[src/design/pip_pkg.sv]
// Package for the point-in-polygon crossing test: shared types and constants.
// No dependencies; used by the interfaces and every module of the block.
`default_nettype none

package pip_pkg;

  // Fixed width of the reported crossing total.
  localparam int RESULT_BITS = 16;

  // Per-edge control that travels from the edge stage to the count stage.
  typedef struct packed {
    logic valid;     // product register holds an edge
    logic crossing;  // endpoint y values on opposite sides of the point
    logic end_neg;   // end vertex below the point, edge runs downward
    logic last;      // final edge of the polygon
  } pip_edge_ctl_t;

endpackage

`default_nettype wire

[src/design/pip_if.sv]
// Valid/ready stream interfaces for edge transactions and result transactions.
// Depends on pip_pkg for the result width.
`default_nettype none

interface pip_edge_if #(
  parameter int COORD_BITS = 16
);
  logic                         valid;
  logic                         ready;
  logic signed [COORD_BITS-1:0] point_x;
  logic signed [COORD_BITS-1:0] point_y;
  logic signed [COORD_BITS-1:0] start_x;
  logic signed [COORD_BITS-1:0] start_y;
  logic signed [COORD_BITS-1:0] end_x;
  logic signed [COORD_BITS-1:0] end_y;
  logic                         last_edge;

  modport source (
    output valid, point_x, point_y, start_x, start_y, end_x, end_y, last_edge,
    input  ready
  );
  modport sink (
    input  valid, point_x, point_y, start_x, start_y, end_x, end_y, last_edge,
    output ready
  );
endinterface

interface pip_result_if;
  logic                             valid;
  logic                             ready;
  logic                             in_polygon;
  logic [pip_pkg::RESULT_BITS-1:0]  crossing_total;

  modport source (output valid, in_polygon, crossing_total, input ready);
  modport sink (input valid, in_polygon, crossing_total, output ready);
endinterface

`default_nettype wire

[src/design/pip_edge_stage.sv]
// Edge stage: input register, shift by the query point, two cross products.
// Depends on pip_pkg and pip_edge_if.
`default_nettype none

module pip_edge_stage #(
  parameter int COORD_BITS = 16,
  parameter int PROD_BITS  = 2 * COORD_BITS + 2
) (
  input  wire logic                   clk_i,
  input  wire logic                   rst_ni,
  pip_edge_if.sink                    edge_i,
  input  wire logic                   take_i,
  output pip_pkg::pip_edge_ctl_t      ctl_o,
  output logic signed [PROD_BITS-1:0] prod_se_o,
  output logic signed [PROD_BITS-1:0] prod_es_o
);

  localparam int DIFF_BITS = COORD_BITS + 1;

  // Input register
  logic                         a_valid_q;
  logic signed [COORD_BITS-1:0] a_point_x_q, a_point_y_q;
  logic signed [COORD_BITS-1:0] a_start_x_q, a_start_y_q;
  logic signed [COORD_BITS-1:0] a_end_x_q, a_end_y_q;
  logic                         a_last_q;

  // Product register
  logic                         b_valid_q;
  logic                         b_crossing_q, b_end_neg_q, b_last_q;
  logic signed [PROD_BITS-1:0]  b_prod_se_q, b_prod_es_q;

  logic                         a_load, b_load;
  logic signed [DIFF_BITS-1:0]  sx, sy, ex, ey;
  logic signed [PROD_BITS-1:0]  prod_se, prod_es;

  // Each register loads when empty or when its content moves on.
  assign b_load       = !b_valid_q || take_i;
  assign a_load       = !a_valid_q || b_load;
  assign edge_i.ready = a_load;

  // Shift the edge so the query point sits at the origin.
  assign sx = DIFF_BITS'(a_start_x_q) - DIFF_BITS'(a_point_x_q);
  assign sy = DIFF_BITS'(a_start_y_q) - DIFF_BITS'(a_point_y_q);
  assign ex = DIFF_BITS'(a_end_x_q) - DIFF_BITS'(a_point_x_q);
  assign ey = DIFF_BITS'(a_end_y_q) - DIFF_BITS'(a_point_y_q);

  assign prod_se = PROD_BITS'(sx) * PROD_BITS'(ey);
  assign prod_es = PROD_BITS'(sy) * PROD_BITS'(ex);

  always_ff @(posedge clk_i or negedge rst_ni) begin
    if (!rst_ni) begin
      a_valid_q <= 1'b0;
      b_valid_q <= 1'b0;
    end else begin
      if (a_load) begin
        a_valid_q <= edge_i.valid;
      end
      if (b_load) begin
        b_valid_q <= a_valid_q;
      end
    end
  end

  always_ff @(posedge clk_i) begin
    if (edge_i.valid && a_load) begin
      a_point_x_q <= edge_i.point_x;
      a_point_y_q <= edge_i.point_y;
      a_start_x_q <= edge_i.start_x;
      a_start_y_q <= edge_i.start_y;
      a_end_x_q   <= edge_i.end_x;
      a_end_y_q   <= edge_i.end_y;
      a_last_q    <= edge_i.last_edge;
    end
    if (a_valid_q && b_load) begin
      b_crossing_q <= sy[DIFF_BITS-1] ^ ey[DIFF_BITS-1];
      b_end_neg_q  <= ey[DIFF_BITS-1];
      b_last_q     <= a_last_q;
      b_prod_se_q  <= prod_se;
      b_prod_es_q  <= prod_es;
    end
  end

  assign ctl_o = '{valid:    b_valid_q,
                   crossing: b_crossing_q,
                   end_neg:  b_end_neg_q,
                   last:     b_last_q};
  assign prod_se_o = b_prod_se_q;
  assign prod_es_o = b_prod_es_q;

endmodule

`default_nettype wire

[src/design/pip_count_stage.sv]
// Count stage: crossing decision, running count, mode register, result register.
// Depends on pip_pkg and pip_result_if.
`default_nettype none

module pip_count_stage #(
  parameter int COORD_BITS = 16,
  parameter int COUNT_BITS = 16,
  parameter int PROD_BITS  = 2 * COORD_BITS + 2
) (
  input  wire logic                        clk_i,
  input  wire logic                        rst_ni,
  input  wire pip_pkg::pip_edge_ctl_t      ctl_i,
  input  wire logic signed [PROD_BITS-1:0] prod_se_i,
  input  wire logic signed [PROD_BITS-1:0] prod_es_i,
  output logic                             take_o,
  input  wire logic                        cfg_we_i,
  input  wire logic                        cfg_data_i,
  pip_result_if.source                     result_o
);

  logic                            strict_q;
  logic [COUNT_BITS-1:0]           count_q, count_d;
  logic                            out_valid_q, out_valid_d;
  logic                            in_polygon_q;
  logic [pip_pkg::RESULT_BITS-1:0] total_q, total_w;

  logic gt, eq, hit, take;
  logic [COUNT_BITS-1:0] count_inc;

  // Numerator sign without negation: a downward edge flips the test.
  assign gt  = prod_se_i > prod_es_i;
  assign eq  = prod_se_i == prod_es_i;
  assign hit = ctl_i.crossing &&
               (ctl_i.end_neg ? (strict_q ? (!gt && !eq) : !gt)
                              : (strict_q ? gt : (gt || eq)));

  // A last edge needs a free result slot; other edges always drain.
  assign take   = ctl_i.valid && (!ctl_i.last || !out_valid_q || result_o.ready);
  assign take_o = take;

  assign count_inc = count_q + COUNT_BITS'(hit);

  if (COUNT_BITS >= pip_pkg::RESULT_BITS) begin : g_total_trunc
    assign total_w = count_inc[pip_pkg::RESULT_BITS-1:0];
  end else begin : g_total_ext
    assign total_w = {{(pip_pkg::RESULT_BITS-COUNT_BITS){1'b0}}, count_inc};
  end

  always_comb begin
    count_d     = count_q;
    out_valid_d = out_valid_q && !result_o.ready;
    if (take) begin
      if (ctl_i.last) begin
        count_d     = '0;
        out_valid_d = 1'b1;
      end else begin
        count_d = count_inc;
      end
    end
  end

  always_ff @(posedge clk_i or negedge rst_ni) begin
    if (!rst_ni) begin
      strict_q    <= 1'b0;
      count_q     <= '0;
      out_valid_q <= 1'b0;
    end else begin
      if (cfg_we_i) begin
        strict_q <= cfg_data_i;
      end
      count_q     <= count_d;
      out_valid_q <= out_valid_d;
    end
  end

  always_ff @(posedge clk_i) begin
    if (take && ctl_i.last) begin
      in_polygon_q <= count_inc[0];
      total_q      <= total_w;
    end
  end

  assign result_o.valid          = out_valid_q;
  assign result_o.in_polygon     = in_polygon_q;
  assign result_o.crossing_total = total_q;

  a_last_gives_result: assert property (@(posedge clk_i) disable iff (!rst_ni)
    take && ctl_i.last |=> out_valid_q)
    else $error("last edge taken without a result");

  a_last_clears_count: assert property (@(posedge clk_i) disable iff (!rst_ni)
    take && ctl_i.last |=> count_q == '0)
    else $error("count not cleared after last edge");

  a_miss_holds_count: assert property (@(posedge clk_i) disable iff (!rst_ni)
    !(take && (hit || ctl_i.last)) |=> $stable(count_q))
    else $error("count changed without a counted crossing");

  a_parity_matches: assert property (@(posedge clk_i) disable iff (!rst_ni)
    out_valid_q |-> in_polygon_q == total_q[0])
    else $error("inside flag disagrees with crossing total");

endmodule

`default_nettype wire

[src/design/point_in_polygon_crossing_test_core.sv]
// Top level of the point-in-polygon crossing test.
// Depends on pip_pkg, pip_if, pip_edge_stage and pip_count_stage.
//
// Usage:
// - edge_i carries one polygon edge per transaction, together with the query
//   point; last_edge marks the final edge of the polygon.
// - result_o carries one transaction per polygon: in_polygon (odd crossing
//   count) and crossing_total, counted modulo 2^COUNT_BITS and cut to RESULT_BITS.
// - cfg_we_i/cfg_data_i write strict_crossing: 0 counts a crossing at or to
//   the right of the point, 1 only strictly to the right. Write it between
//   polygons while the block is idle.
// - A result reaches result_o once the edge transaction that carries last_edge
//   has passed the input register, the product register and the result register.
// - Throughput: one edge per cycle unless a last edge waits for the result
//   slot; the input register, the product register and the count/result
//   register each advance only when their content can move on.
// - Reset clears the running count, the mode register and all valid flags.
// - When the receiver stalls, the result register holds; edges that are not
//   last keep draining into the count, and a last edge waits in the product
//   register until the result slot frees, while backpressure reaches edge_i.
`default_nettype none

module point_in_polygon_crossing_test_core #(
  parameter int COORD_BITS = 16,
  parameter int COUNT_BITS = 16
) (
  input  wire logic    clk_i,
  input  wire logic    rst_ni,
  pip_edge_if.sink     edge_i,
  pip_result_if.source result_o,
  input  wire logic    cfg_we_i,
  input  wire logic    cfg_data_i
);

  // Products of two shifted coordinates, each one bit wider than a field.
  localparam int PROD_BITS = 2 * COORD_BITS + 2;

  pip_pkg::pip_edge_ctl_t      edge_ctl;
  logic signed [PROD_BITS-1:0] prod_se;
  logic signed [PROD_BITS-1:0] prod_es;
  logic                        take;

  // Shift and multiply: input register to product register.
  pip_edge_stage #(
    .COORD_BITS (COORD_BITS),
    .PROD_BITS  (PROD_BITS)
  ) u_edge_stage (
    .clk_i     (clk_i),
    .rst_ni    (rst_ni),
    .edge_i    (edge_i),
    .take_i    (take),
    .ctl_o     (edge_ctl),
    .prod_se_o (prod_se),
    .prod_es_o (prod_es)
  );

  // Compare, count and report: product register to result register.
  pip_count_stage #(
    .COORD_BITS (COORD_BITS),
    .COUNT_BITS (COUNT_BITS),
    .PROD_BITS  (PROD_BITS)
  ) u_count_stage (
    .clk_i      (clk_i),
    .rst_ni     (rst_ni),
    .ctl_i      (edge_ctl),
    .prod_se_i  (prod_se),
    .prod_es_i  (prod_es),
    .take_o     (take),
    .cfg_we_i   (cfg_we_i),
    .cfg_data_i (cfg_data_i),
    .result_o   (result_o)
  );

endmodule

`default_nettype wire

[src/flat_wrapper.sv]
// flat-port wrapper written by rule: the top's interface ports become plain ports
module point_in_polygon_crossing_test_core_flat 
#(
  parameter int COORD_BITS = 16,
  parameter int COUNT_BITS = 16
)
  (clk_i, rst_ni, cfg_we_i, cfg_data_i, edge_i_valid, edge_i_point_x, edge_i_point_y, edge_i_start_x, edge_i_start_y, edge_i_end_x, edge_i_end_y, edge_i_last_edge, edge_i_ready, result_o_valid, result_o_in_polygon, result_o_crossing_total, result_o_ready);
  pip_edge_if #(.COORD_BITS(COORD_BITS)) edge_i_i ();
  pip_result_if result_o_i ();
  input  wire logic clk_i;
  input  wire logic rst_ni;
  input  wire logic cfg_we_i;
  input  wire logic cfg_data_i;
  input wire logic [$bits(edge_i_i.valid)-1:0] edge_i_valid;
  input wire logic [$bits(edge_i_i.point_x)-1:0] edge_i_point_x;
  input wire logic [$bits(edge_i_i.point_y)-1:0] edge_i_point_y;
  input wire logic [$bits(edge_i_i.start_x)-1:0] edge_i_start_x;
  input wire logic [$bits(edge_i_i.start_y)-1:0] edge_i_start_y;
  input wire logic [$bits(edge_i_i.end_x)-1:0] edge_i_end_x;
  input wire logic [$bits(edge_i_i.end_y)-1:0] edge_i_end_y;
  input wire logic [$bits(edge_i_i.last_edge)-1:0] edge_i_last_edge;
  output wire logic [$bits(edge_i_i.ready)-1:0] edge_i_ready;
  output wire logic [$bits(result_o_i.valid)-1:0] result_o_valid;
  output wire logic [$bits(result_o_i.in_polygon)-1:0] result_o_in_polygon;
  output wire logic [$bits(result_o_i.crossing_total)-1:0] result_o_crossing_total;
  input wire logic [$bits(result_o_i.ready)-1:0] result_o_ready;
  assign edge_i_i.valid = edge_i_valid;
  assign edge_i_i.point_x = edge_i_point_x;
  assign edge_i_i.point_y = edge_i_point_y;
  assign edge_i_i.start_x = edge_i_start_x;
  assign edge_i_i.start_y = edge_i_start_y;
  assign edge_i_i.end_x = edge_i_end_x;
  assign edge_i_i.end_y = edge_i_end_y;
  assign edge_i_i.last_edge = edge_i_last_edge;
  assign edge_i_ready = edge_i_i.ready;
  assign result_o_valid = result_o_i.valid;
  assign result_o_in_polygon = result_o_i.in_polygon;
  assign result_o_crossing_total = result_o_i.crossing_total;
  assign result_o_i.ready = result_o_ready;
  point_in_polygon_crossing_test_core #(.COORD_BITS(COORD_BITS), .COUNT_BITS(COUNT_BITS)) u_core (.clk_i(clk_i), .rst_ni(rst_ni), .edge_i(edge_i_i), .result_o(result_o_i), .cfg_we_i(cfg_we_i), .cfg_data_i(cfg_data_i));
endmodule
[config.mk]
export PLATFORM = sky130hd
export DESIGN_NAME = point_in_polygon_crossing_test_core_flat
export DESIGN_NICKNAME = d
export VERILOG_FILES = /design/src/design/pip_pkg.sv /design/src/design/pip_if.sv /design/src/design/pip_edge_stage.sv /design/src/design/pip_count_stage.sv /design/src/design/point_in_polygon_crossing_test_core.sv /design/src/flat_wrapper.sv
export SDC_FILE = /design/constraint.sdc
export NUM_CORES = 2
export LEC_CHECK = 0
export ABC_AREA = 1
export ABC_CLOCK_PERIOD_IN_PS = 7720
export BUFFER_PORTS_ARGS = -buffer_cell sky130_fd_sc_hd__buf_2
export CAP_MARGIN = 20
export CORE_MARGIN = 2
export CORE_UTILIZATION = 65
export DETAILED_ROUTE_END_ITERATION = 6
export GPL_TIMING_DRIVEN = 0
export HOLD_SLACK_MARGIN = 0.05
export PLACE_DENSITY = 0.82
export RECOVER_POWER = 100
export SYNTH_ARGS = -nofsm -noshare
export SYNTH_HDL_FRONTEND = slang
export SYNTH_SLANG_ARGS = --single-unit
[constraint.sdc]
create_clock -name clk_i -period 7.72 [get_ports clk_i]
set_clock_uncertainty 0.15 [all_clocks]
set_input_delay 1.544 -clock clk_i [delete_from_list [all_inputs] [get_ports clk_i]]
set_output_delay 1.544 -clock clk_i [all_outputs]
set_load 0.01 [all_outputs]
After elaboration in Yosys (flattened, before gate mapping):

Cells that the tools add are included.

* add/sub/neg operators: 5
* multipliers: 2
* $lt $le $gt $ge: 1
* eq/ne operators: 1
* multiplexer cells: 6
* bitwise gates (word level): 1
* reductions and logical operators: 19

Operators with widths (number)
* multiplier 17 x 17 -> 34 bit: 2
* subtractor 16 x 16 -> 17 bit: 4
* == test 34 bit: 1
* > comparator 34 bit: 1
* adder 16 x 1 -> 16 bit: 1
* 2-to-1 mux 16 bit: 1
* logical AND 1 bit: 7
* zero test 1 bit: 7
* logical OR 1 bit: 5
* 2-to-1 mux 1 bit: 5
* bitwise XOR 1 bit: 1

* register bits: 205
* bits of input ports: 103
* output and inout port bits: 19

Longest topological paths before layout:

* depth in word-level cells: 8
* depth in mapped cells: 38

Cells and area by module:

A second synthesis with hierarchy kept.

* cells, all modules: 4155
* area, all modules: 34877.2 um^2

Modules (own cells, without submodules)
* pip_edge_stage: instances 1, cells an instance 3845, area an instance 32372.3 um^2
* pip_count_stage: instances 1, cells an instance 310, area an instance 2504.9 um^2

Worst setup path after synthesis:

No wires, ideal clock.

* kind: register to register
* start point: register u_core.u_edge_stage.a_point_y_q[0]
* end point: register u_core.u_edge_stage.b_prod_se_q[33], in the netlist u_core.u_edge_stage.prod_se_o[33] (data pin)
* library setup time: 253 ps
* arrival: 6715 ps
* path slack: 602 ps
* stages on the path, launching flop included: 25
* buffers on the path: 0
* period minus slack after synthesis: 7118 ps
* path through: edfxtp_1 -> ha_1 -> fa_1 -> xnor2_1 -> clkinv_1 -> nor2_1 -> fa_1 -> fa_1 -> inv_1 -> fa_1 -> fa_1 -> inv_1 -> fa_1 -> fa_1 -> ha_1 -> nand2_1 -> nor2_1 -> inv_1 -> nor2_1 -> inv_1 -> or2_2 -> nand3_1 -> inv_1 -> nand2_1 -> nand2_1

* longest elaborated chain between the ends: 2

Ends and longest elaborated chain
* start: declaration: line pip_edge_stage.sv:22 `logic signed [COORD_BITS-1:0] a_point_x_q, a_point_y_q;`
* start signal: assignment: line pip_edge_stage.sv:67 `a_point_y_q <= edge_i.point_y;`
* subtractor 16 x 16 -> 17 bit: line pip_edge_stage.sv:45 `assign ey = DIFF_BITS'(a_end_y_q) - DIFF_BITS'(a_point_y_q);`
* multiplier 17 x 17 -> 34 bit: line pip_edge_stage.sv:47 `assign prod_se = PROD_BITS'(sx) * PROD_BITS'(ey);`
* via u_core.u_edge_stage.prod_se[33]: line pip_edge_stage.sv:34 `logic signed [PROD_BITS-1:0] prod_se, prod_es;`
* end signal: assignment: line pip_edge_stage.sv:78 `b_prod_se_q <= prod_se;`
* end: declaration: line pip_edge_stage.sv:30 `logic signed [PROD_BITS-1:0] b_prod_se_q, b_prod_es_q;`

The timed path passes the listed nets, and every way through them passes these cells.
A chain may end at the register's enable or synchronous reset.

Worst setup path in the final report:

* start point: register u_core.u_edge_stage.a_point_x_q[2]
* end point: register u_core.u_edge_stage.b_prod_es_q[33], in the netlist u_core.u_edge_stage.prod_es_o[33] (data pin)

* longest elaborated chain between the ends: 2

Ends and longest elaborated chain
* start: declaration: line pip_edge_stage.sv:22
* start signal: assignment: line pip_edge_stage.sv:66 `a_point_x_q <= edge_i.point_x;`
* subtractor 16 x 16 -> 17 bit: line pip_edge_stage.sv:44 `assign ex = DIFF_BITS'(a_end_x_q) - DIFF_BITS'(a_point_x_q);`
* multiplier 17 x 17 -> 34 bit: line pip_edge_stage.sv:48 `assign prod_es = PROD_BITS'(sy) * PROD_BITS'(ex);`
* via u_core.u_edge_stage.prod_es[33]: line pip_edge_stage.sv:34
* end signal: assignment: line pip_edge_stage.sv:79 `b_prod_es_q <= prod_es;`
* end: declaration: line pip_edge_stage.sv:30

The timed path passes the listed nets, and every way through them passes these cells.

==> reports/qor.csv <==
stage;metric;value;unit
sta;min cycle time layout;7.65;ns
placement;placed cell areas;34600;um^2
critical_path;startpoint types;flop;
floorplanning;DIE AREA;52600;um^2
global_route;M1 GR Usage;0.450;
sta;fin. max-slew vios;0;
critical_path;cell at the slowest stage of the critical path;fa_2;
flow_run;Max Cap Viol;0;
layout;diode count;0;
drt;TritonRoute pass-1 iters;6;
logic_synthesis;Syn Area/Cell;8.83;um^2
logic_synthesis;Yosys warning total;0;
floorplanning;IO Count;122;
floorplanning;Initial Util;0.658;
critical_path;Worst Path Max Fanout;10;
clock_network;Inserted Clock Buffers;23;
global_route;GR Overflow Total;0;
critical_path;RR Startpoint;u_core.u_edge_stage.a_point_x_q[2];
global_route;vias in the first global route;27600;
drt;1st-iter DRT viols;2521;
placement;DP Wirelength;74700;um
sta;Final period util;0.991;
global_route;largest net degree at the start of global routing;48;
sta;fmax;131;MHz
critical_path;crit path DAT;7.74;ns
layout;fin util;0.728;
sta;Setup violations, final;0;
sta;Final WS setup;0.0695;ns
floorplanning;core area;50200;um^2
sta;unrepaired setup endpoints after global routing;true;
global_route;GR peak layer;met2;
layout;layout cell share with drive strength beyond 1;0.105;
clock_network;clock sink count;204;
floorplanning;die height;229;um
clock_network;clk_lat worst skew;0.53;ns
critical_path;Critical Path Start;u_core.u_edge_stage.a_point_x_q[2];
clock_network;clk slew on worst S/H paths;0.06;ns
floorplanning;Die X;229;um
logic_synthesis;leading area contributor after synthesis;fa_1;
critical_path;R2R Setup Slk;0.07;ns
clock_network;CTS Buffer Depth;3;
global_route;met3 usage in global routing;0.0859;
placement;IO buf count;121;
layout;Area growth syn-to-layout;10.6;%
critical_path;CP Data Required Time;7.81;ns
logic_synthesis;sequential area share after synthesis;0.182;
critical_path;worst reg2reg path depth;32;
outcome;status;complete, no violations;
logic_synthesis;cell count after synthesis;3740;
layout;post-route cell area;36500;um^2
logic_synthesis;top cells by count, synth;903 x inv_1, 698 x nand2_1, 596 x fa_1, 390 x nor2_1, 270 x ha_1;
logic_synthesis;syn nets;4709;
layout;final net count;4892;
floorplanning;Site Rows;82;
drt;post-DR wirelength/cell;19.5;um
clock_network;CTS tree;done;
logic_synthesis;Post-synth ARST share;0.0980;
min_path;Hold Path Class;reg -> reg;
global_route;initial antenna violation count;1;
clock_network;root buffer cell;clkbuf_16;
critical_path;CP endpoint kind;flop;
logic_synthesis;Synth top area share;0.361;
global_route;first-pass GRT wire length;142000;um
sta;Final Hold Viols;0;
critical_path;FF-to-FF End;u_core.u_edge_stage.prod_es_o[33];
global_route;GRT Util Overall;0.349;
placement;pre-CTS WS;-0.993;ns
drt;via count;26200;
logic_synthesis;cells taking the most area after synthesis;fa_1 36%, edfxtp_1 17%, inv_1 10%;
drt;final WL;89800;um
logic_synthesis;Synth Cell Area;33000;um^2
placement;RD Place Congestion;1.01;
critical_path;Top cell by count, worst path;nand2_1;
logic_synthesis;Post-synth EDFFs;184;
sta;total negative slack;0;ns
drt;Final ANT Viol Nets;0;
critical_path;critical path type;reg -> reg;
logic_synthesis;most frequent cell after synthesis;inv_1;
critical_path;Slowest Stage Delay on Critical Path;0.61;ns
sta;worst rel slew slack;0.292;
drt;vias per inst;5.67;
sta;Least-Margin Pin Slew;1.06;ns
logic_synthesis;synth unique cells;47;
global_route;met2 Usage GRT;0.567;
logic_synthesis;Top FF cell, synth;edfxtp_1;
critical_path;crit path to;u_core.u_edge_stage.prod_es_o[33];
logic_synthesis;#FFs+latches synth;204;
clock_network;H-tree levels;1;
drt;DRC violations left;0;
## timing repair
| action | 4_1_cts | 5_1_grt |
|---|---|---|
| setup buffers | 7 | 22 |
| hold buffers | 0 | 0 |
| pin swaps | 3 | 18 |
| hold endpoints to repair | 0 | 0 |
| resized for setup | 70 | 163 |
| endpoints found under the setup margin | 40 | 38 |
| cloned | 0 | 1 |
## placed cells by master, fill, tap and decap left out, drive strengths merged, types with 2 or more instances in the layout
cell type	instances
a21boi	8
a21o	17
a21oi	147
a22o	4
a31oi	7
buf	181
bufinv	3
clkbuf	62
clkinv	14
clkinvlp	3
dfrtp	20
edfxtp	184
fa	596
ha	270
inv	912
nand2	701
nand3	114
nand4	25
nor2	390
nor3	30
nor4	3
o211ai	3
o21a	2
o21ai	86
o21bai	11
o22ai	7
o31ai	4
or2	8
xnor2	36
xor2	87
## flip-flops by register name (all words and copies together), names as in the netlist
signal / cells
u_core.u_edge_stage.b_last_q: 1
u_core.u_edge_stage.a_point_x_q: 16
u_core.u_edge_stage.a_valid_q: 1
u_core.u_edge_stage.prod_es_o: 34
u_core.u_edge_stage.a_last_q: 1
u_core.u_edge_stage.prod_se_o: 34
u_core.u_count_stage.result_o.valid: 1
u_core.u_edge_stage.a_start_x_q: 16
u_core.u_count_stage.strict_q: 1
u_core.u_edge_stage.b_crossing_q: 1
u_core.u_edge_stage.b_valid_q: 1
u_core.u_edge_stage.a_point_y_q: 16
u_core.u_edge_stage.a_end_y_q: 16
u_core.u_edge_stage.b_end_neg_q: 1
u_core.u_count_stage.count_q: 16
u_core.u_edge_stage.a_start_y_q: 16
u_core.u_edge_stage.a_end_x_q: 16
u_core.u_count_stage.result_o.crossing_total: 16
## stage by stage
stage / std cells / hold WS [ns]
4_1_cts: 4589 / 0.275
2_1_floorplan: 3740 / 0.250
6_report: 4611 / 0.272
5_1_grt: 4611 / 0.282
3_3_place_gp: 4533 / 0.260
3_5_place_dp: 4541 / 0.272
## layout make-up
type | instances | area [um^2]
flip-flops and latches | 204 | 6030
inverters | 922 | 3480
fillers | 3625 | 13600
repair buffers | 159 | 926
well taps | 672 | 841
clock inverters | 10 | 141
clock buffers | 31 | 646
plain buffers | 53 | 345
multi-input cells | 2560 | 24100
## kinds of logic (layout without fill, tap and decap cells)
logic type	count (synthesis)	after routing	synth area share
AO/OA/AOI/OAI	298	298	0.0508
XOR/XNOR	123	123	0.0359
adder cells (fa/ha/maj)	866	866	0.464
buffers and inverters	976	1175	0.113
flip-flops	204	204	0.182
AND/OR/NAND/NOR	1273	1273	0.154
## worst min-delay path by stage
stage	startpoint	endpoint	slack [ns]	cells after the start
floorplan	u_core.u_edge_stage.a_last_q	u_core.u_edge_stage.b_last_q	0.25	0
global placement	u_core.u_edge_stage.a_last_q	u_core.u_edge_stage.b_last_q	0.26	0
detailed placement	u_core.u_edge_stage.a_last_q	u_core.u_edge_stage.b_last_q	0.27	0
CTS	u_core.u_edge_stage.a_last_q	u_core.u_edge_stage.b_last_q	0.28	0
global route	u_core.u_edge_stage.a_last_q	u_core.u_edge_stage.b_last_q	0.28	0
finish	u_core.u_edge_stage.a_last_q	u_core.u_edge_stage.b_last_q	0.27	0
## layer usage
layer,up-vias,routed length (um)
li1,11700,-
met1,12700,33300
met2,1457,41800
met3,324,9980
met4,2,4610
met5,-,16
## worst max-delay path, delay by kind of cell (launching register included)
| family | cells | cell delay, ns |
|---|---|---|
| buffers and inverters | 8 | 0.86 |
| DFF | 1 | 0.40 |
| AOI/OAI and AO/OA | 2 | 0.40 |
| and+or+nand+nor | 14 | 1.64 |
| adders and majority gates | 8 | 3.88 |
Power is left out: the tool's default activity adds up to more than one toggle a clock period on the data nets, which glitch-free logic cannot reach.
